### src/rtl/core/pbt_ram.sv
// ----------------------------------------------------------------------------
// pbt_ram
// Generic single-write, single-read RAM with registered read data.
// ----------------------------------------------------------------------------
`timescale 1ns / 1ps
`default_nettype none
module pbt_ram #(
   parameter int WIDTH = 8,
   parameter int DEPTH = 16
) (
   input  wire logic                     clock,
   input  wire logic                     wr_en,
   input  wire logic [$clog2(DEPTH)-1:0] wr_addr,
   input  wire logic [WIDTH-1:0]         wr_data,
   input  wire logic                     rd_en,
   input  wire logic [$clog2(DEPTH)-1:0] rd_addr,
   output logic      [WIDTH-1:0]         rd_data
);
   logic [WIDTH-1:0] mem [DEPTH];

   always_ff @(posedge clock) begin
      if (wr_en) begin
         mem[wr_addr] <= wr_data;
      end
      if (rd_en) begin
         rd_data <= mem[rd_addr];
      end
   end
endmodule
`default_nettype wire

### config.mk
export PLATFORM = sky130hd
export DESIGN_NAME = pbt_ram
export DESIGN_NICKNAME = d
export VERILOG_FILES = /design/src/rtl/core/pbt_ram.sv
export SDC_FILE = /design/constraint.sdc
export NUM_CORES = 1
export LEC_CHECK = 0
export ABC_AREA = 1
export BUFFER_PORTS_ARGS = -buffer_cell sky130_fd_sc_hd__clkbuf_2
export CAP_MARGIN = 20
export CORE_ASPECT_RATIO = 1.25
export CORE_MARGIN = 2
export CORE_UTILIZATION = 50
export CTS_CLUSTER_SIZE = 8
export DETAILED_ROUTE_END_ITERATION = 6
export GPL_TIMING_DRIVEN = 0
export PLACE_DENSITY = 0.71
export SETUP_SLACK_MARGIN = 0.1
export SYNTH_ARGS = -nofsm -noshare
export SYNTH_HDL_FRONTEND = slang
export SYNTH_SLANG_ARGS = --single-unit
### constraint.sdc
create_clock -name clock -period 1.2 [get_ports clock]
set_input_delay 0 -clock clock [delete_from_list [all_inputs] [get_ports clock]]
set_output_delay 0 -clock clock [all_outputs]
set_load 0.005 [all_outputs]
-- Word level (Yosys, flattened, before mapping)
Memories as Yosys holds them, arrays and structs flattened. A register that Yosys moved wholly into a read port is not among the register bits.
Index checks and enable logic that the tools add are counted.
- register bits: 0
- bits in writable memories: 128
- input bits: 19
- output and inout bits: 8
- memories: 1
- muxes and demuxes: 2
- memory list (memory ; depth ; bits a word ; read ports ; clocked after memory_dff ; write ports ; line ; source):
    mem ; 16 ; 8 ; 1 ; 1 ; 1 ; 19 ; logic [WIDTH-1:0] mem [DEPTH];
- operators by type and width (cell ; count):
    2-to-1 mux 1 bit ; 2

-- Longest topological paths before layout
Gate-level depths: netlist of the first run.
- depth after elaboration: 2
- gate-level depth with buffers: 8
- gate-level depth less buffers: 7

-- Least setup slack after synthesis of the first run
OpenSTA, ideal clock, no wires.
- path type: input to register
- from: input wr_addr[2]
- to: memory mem[10][0] (enable)
- library setup time: 0.370 ns
- arrival: 0.581 ns
- data required time: 0.830 ns
- setup slack: 0.249 ns
- cell stages on the path: 2
- path buffers: 0
- path through: nand3b_1 nor2_1
- RTL lines (item ; line ; source):
    start, declared ; 13 ; input wire logic [$clog2(DEPTH)-1:0] wr_addr,
    end, declared ; 19 ;
No word-level cell before the write port.

==> results of run 1 <==
kinds of logic after synthesis:
logic type | synth area share, %
buf+inv | 9.39
simple gates | 20.8
flops | 69.8
state kept, by name, indices dropped and copies added (netlist names):
register and flops:
mem 128, rd_data 8
metrics by stage:
stage	hold slack [ns]	TNS, ns
finish	0.0664	0
global route	0.0684	0
CTS	0.0594	0
detailed placement	0.354	-18.14
global placement	0.346	-14.01
floorplan	0.0989	0
cells in the final DEF (no fill, tap or decap):
master	count
nand2_1	164
edfxtp_1	136
inv_1	100
nand3_1	60
nand3_2	37
clkbuf_2	23
nor2_1	17
clkbuf_16	17
buf_2	13
nand2_2	9
buf_6	6
buf_4	4
clkinv_1	4
bufinv_16	4
clkinvlp_4	3
inv_2	2
nand3b_1	2
buf_1	1
inv_6	1
clkinv_4	1
clkbuf_1	1
clkinv_2	1
dlygate4sd3_1	1
final timing paths:
kind / endpoint / slack (ns) / cells after the start / startpoint
worst max register to register: rd_data[3] / 0.06 / 6 / mem[0][3]
worst min register to register: rd_data[5] / 0.78 / 6 / mem[13][5]
worst max-delay path: rd_data[3] / 0.06 / 6 / mem[0][3]
worst min-delay path: mem[11][5] / 0.07 / 1 / wr_data[5]
what timing repair did:
action | in CTS | in global routing
endpoints found under the setup margin | 6 | 8
pin swaps | 7 | 13
resized for setup | 21 | 25
hold buffers | 1 | 0
hold endpoints to repair | 8 | 0
area by class of cell:
type                       count  share of cell area [%]
buffer                        24                    2.39
tap                          138                    2.48
multi-input combinational    289                    20.4
clock inverter                14                    2.59
inverter                     102                    5.50
clock buffer                  18                    6.16
timing repair buffer          24                    1.80
sequential                   136                    58.7
synth_stat cells (all sizes together):
library cell / count / share of area (%)
nand3b: 2 / 0.26
buf: 24 / 2.8
nor2: 17 / 1.1
edfxtp: 136 / 70
nand2: 173 / 11
nand3: 97 / 8.3
inv: 102 / 6.5
per-layer routing:
metal  part of all wire, %  wire length (um)  track usage (%)
met2                    50              6830             36.9
met1                    41              5590             29.7
met3                   6.4               882             4.49
met4                   3.0               407             11.1
met5                     0                 0                0
power by group:
group	switching, mW	internal, mW	total, mW
sequential	0.0254	5.35	5.38
combinational	0.522	0.223	0.745
clock	1.91	3.45	5.35
==> impl_metrics.ini, run 1 <==
[run_status]
status = finished clean

[global_routing]
grt_first_pass_wirelength_um = 21000
grt_start_max_net_pins = 17
antenna_found_initial = 0
overflow = 0
grt_pass1_vias = 3835
grtUsageTotal_pct = 22.9

[clock_network]
insertion_delay_ns = 0.42
cts_buffers = 17
root_buffer = clkbuf_16
cts_buffer_depth = 2
cts_tree = yes
h-tree-depth = 4
postCtsSetupRepairBufs = 0
clkTransAtPathRegs_ns = 0.06
clkSinkCount = 136

[timing]
period_minus_slack_ns = 1.14
period_share_pct = 94.7
finalHoldViolCount = 0
max_freq_mhz = 880
drv_slew = 0
slew_headroom_pct = 39.7
grt_setup_unrepaired = yes
fin_ws_ns = 0.0642
skew_ns = 0.00483
finalSetupViolations = 0
worstMarginPinSlew_ns = 0.901

[setup_path]
cp_slowest_cell = edfxtp_1
crit_top_cell = nand3_2
critPathMaxFanout = 1
crit_arrival_ns = 1.30
cpLargestDelayFamily = simple AND/OR/NAND/NOR gates
start_kind = register
crit_path_max_incr_delay_ns = 0.36
crit_chain = inv_1 -> nand2_1 -> nand3_2 -> nand3_2 -> nand3_2 -> nand2_1
path_class = register to register
required_ns = 1.36
setup.worst_path.end_class = register
critPathBufInv = 1

[die]
die_x_um = 101
coreArea_mm2 = 0.0115
start_util_pct = 50.8
top_level_ports = 27
die_h_um = 125
row_count = 44
dieArea_mm2 = 0.0126

[finish]
final_nets = 613
n_fill_cell = 876
drive_gt1_share_pct = 19.9
final_util_pct = 60.5
seq_area_mm2 = 0.00408
area_growth_pct = 19.1
diodes = 0
multi_input_area_mm2 = 0.00142
fin_cells = 745
stdcell_area_mm2 = 0.00696

[yosys]
ys_ff_latch = 136
synth_cell_types = 11
synth_area_per_cell_um2 = 10.6
yosys_warnings = 0
synth.net_count = 570
yosysSeqAreaShare_pct = 69.8
synth_cells = 551
synth_area_mm2 = 0.00585

[route]
drt_iter0_markers = 350
avgViaCountPerCell = 5.29
drt-wirelength-per-cell_um = 18.4
drc = 0
wirelength_um = 13700
via_count = 3943
drtPass1Iterations = 5
drtAntennaViolNets = 0

[power_and_ir_drop]
power.total_mw = 11.5
ir_drop_mv = 0.982
p_per_area_mw_per_mm2 = 1650
p_leak_nw = 3.00

[place]
globalplace.congestion = 0.862
place_area_mm2 = 0.00613
placedCellCount = 712
port-buffer-count = 23
hpwl_um = 8890
pre_cts_ws_ns = -0.290

[worst_hold_path]
hold_path.class = input port to register

[job]
maxCapViolations = 0
No activity file was read; power rests on OpenSTA's default activity.
==> run 2, diff against run 1 <==
--- a/config.mk
+++ b/config.mk
@@ -14,6 +14,7 @@
 export CTS_CLUSTER_SIZE = 8
 export DETAILED_ROUTE_END_ITERATION = 6
 export GPL_TIMING_DRIVEN = 0
+export HOLD_SLACK_MARGIN = 0.12
 export PLACE_DENSITY = 0.71
 export SETUP_SLACK_MARGIN = 0.1
 export SYNTH_ARGS = -nofsm -noshare
==> run 2 against run 1 <==
  * Worst hold slack better by 0.064 ns
  * Combinational power up 6.3%
  * Utilization up 1.4 points
  * Routed wire length about the same
  * Final area up 2.3%
  * Global-route usage up 0.13 points
  * Critical endpoint unchanged
  * Largest cell class unchanged
==> impl_metrics.ini, run 2 (same netlist as run 1, synthesis figures left out) <==
[finish]
final_cell_mix = 157 x nand2_1, 136 x edfxtp_1, 99 x inv_1
largest_register_ffs = 128
area_growth_pct = 21.8
reg_top3 = mem (128), rd_data (8)
final_nets = 622
final_common_cell = nand2_1
multi_input_area_mm2 = 0.00149
final_util_pct = 61.9
diodes = 0
largest_register = mem
seq_area_mm2 = 0.00408
drive_gt1_share_pct = 22.7
n_fill_cell = 855

[global_routing]
grt_pass1_vias = 3877
use_met1_pct = 30.2
grt_first_pass_wirelength_um = 21100
grtUsageTotal_pct = 23.1
grt.busiest_layer = met2
met2_usage_pct = 36.7
grt_start_max_net_pins = 17
antenna_found_initial = 0
grtUsageMet3_pct = 4.49
overflow = 0

[place]
port-buffer-count = 23
hpwl_um = 8890
pre_cts_ws_ns = -0.290
globalplace.congestion = 0.862

[timing]
finalSetupViolations = 0
grt_setup_unrepaired = yes
period_minus_slack_ns = 1.12
drv_slew = 0
max_freq_mhz = 893
worstMarginPinSlew_ns = 0.875
finalHoldViolCount = 0
fin_ws_ns = 0.0797
slew_headroom_pct = 41.4
skew_ns = 0.00419
fin_tns_setup_ns = 0
period_share_pct = 93.4

[setup_path]
critPathMaxFanout = 1
crit_arrival_ns = 1.28
r2r-start = mem[2][3]
path_class = register to register
required_ns = 1.36
crit_top_cell = nand2_1
reg2reg_depth = 6
start_kind = register
cp_slowest_cell = edfxtp_1
critPathBufInv = 0
cpLargestDelayFamily = simple AND/OR/NAND/NOR gates
crit_chain = nand2_1 -> nand2_1 -> nand2_1 -> nand3_2 -> nand3_2 -> nand2_1
worst-r2r-setup-slack_ns = 0.08
crit_path_max_incr_delay_ns = 0.37
setup.worst_path.end_class = register
rr_endpoint = rd_data[3]

[clock_network]
cts_buffer_depth = 2
cts_buffers = 17
postCtsSetupRepairBufs = 0
cts_tree = yes
insertion_delay_ns = 0.41
clkSinkCount = 136
clkTransAtPathRegs_ns = 0.06
h-tree-depth = 4
root_buffer = clkbuf_16

[die]
dieArea_mm2 = 0.0126
start_util_pct = 50.8
die_h_um = 125
die_x_um = 101
coreArea_mm2 = 0.0115
top_level_ports = 27
row_count = 44

[route]
avgViaCountPerCell = 5.28
drt_iter0_markers = 314
via_count = 3983
drt-wirelength-per-cell_um = 18.2
wirelength_um = 13700
drtPass1Iterations = 5
drc = 0
drtAntennaViolNets = 0

[worst_hold_path]
hold_depth = 1
min_to = mem[3][0]
hold_path.class = input port to register
worstHoldStart = wr_data[0]

[power_and_ir_drop]
p_per_area_mw_per_mm2 = 1620
ir_drop_mv = 0.978
p_leak_nw = 3.06

[run_status]
status = finished clean

[job]
maxCapViolations = 0
[run 2: repair_timing]
| action | 4_1_cts | 5_1_grt |
|---|---|---|
| hold buffers | 10 | 0 |
| gates resized for setup | 21 | 44 |
| pin swaps | 7 | 26 |
| cloned | 0 | 0 |
| endpoints found under the setup margin | 6 | 8 |
| hold endpoints to repair | 97 | 0 |
[run 2: power breakdown]
part	internal, mW	leakage [nW]	switching (mW)
Sequential	5.35	1.24	0.0254
Clock	3.45	0.286	1.93
Combinational	0.252	1.54	0.540
Total	9.05	3.06	2.49
[run 2: worst reg2reg max path: cells and delay by family, from the launching register on]
kind             cells  cell delay, ns
DFF                  1            0.37
and+or+nand+nor      6            0.49
[run 2: worst max path at each step]
stage / startpoint / end / depth (start not counted)
after global placement: wr_addr[3] / mem[6][1] / 3
after global routing: mem[0][2] / rd_data[2] / 6
final: mem[2][3] / rd_data[3] / 6
after CTS: mem[2][3] / rd_data[3] / 6
after floorplan: wr_addr[2] / mem[10][0] / 2
after detailed placement: wr_addr[3] / mem[6][0] / 3
[run 2: cell type report]
| type | count | area share (%) |
|---|---|---|
| flip-flops and latches | 136 | 57.3 |
| clock inverters | 14 | 2.53 |
| repair buffers | 33 | 3.02 |
| multi-input cells | 289 | 21.0 |
| inverters | 102 | 5.37 |
| well taps | 138 | 2.42 |
| plain buffers | 24 | 2.34 |
| clock buffers | 18 | 6.02 |
[run 2: through the flow]
step                      power [mW]  instance area (um^2)  cells  hold slack (ns)
final                           11.5                  7120    754            0.130
after CTS                       11.5                  6940    754            0.129
after detailed placement        6.15                  6130    712            0.354
after global routing            11.8                  7120    754            0.143
after floorplan                 5.85                  5850    551           0.0989
after global placement          6.12                  6130    712            0.346
[run 2: per-layer routing]
layer | up-vias | routed length, um
li1 | 1885 | -
met2 | 163 | 6870
met4 | 0 | 403
met1 | 1899 | 5790
met3 | 36 | 651
met5 | - | 0
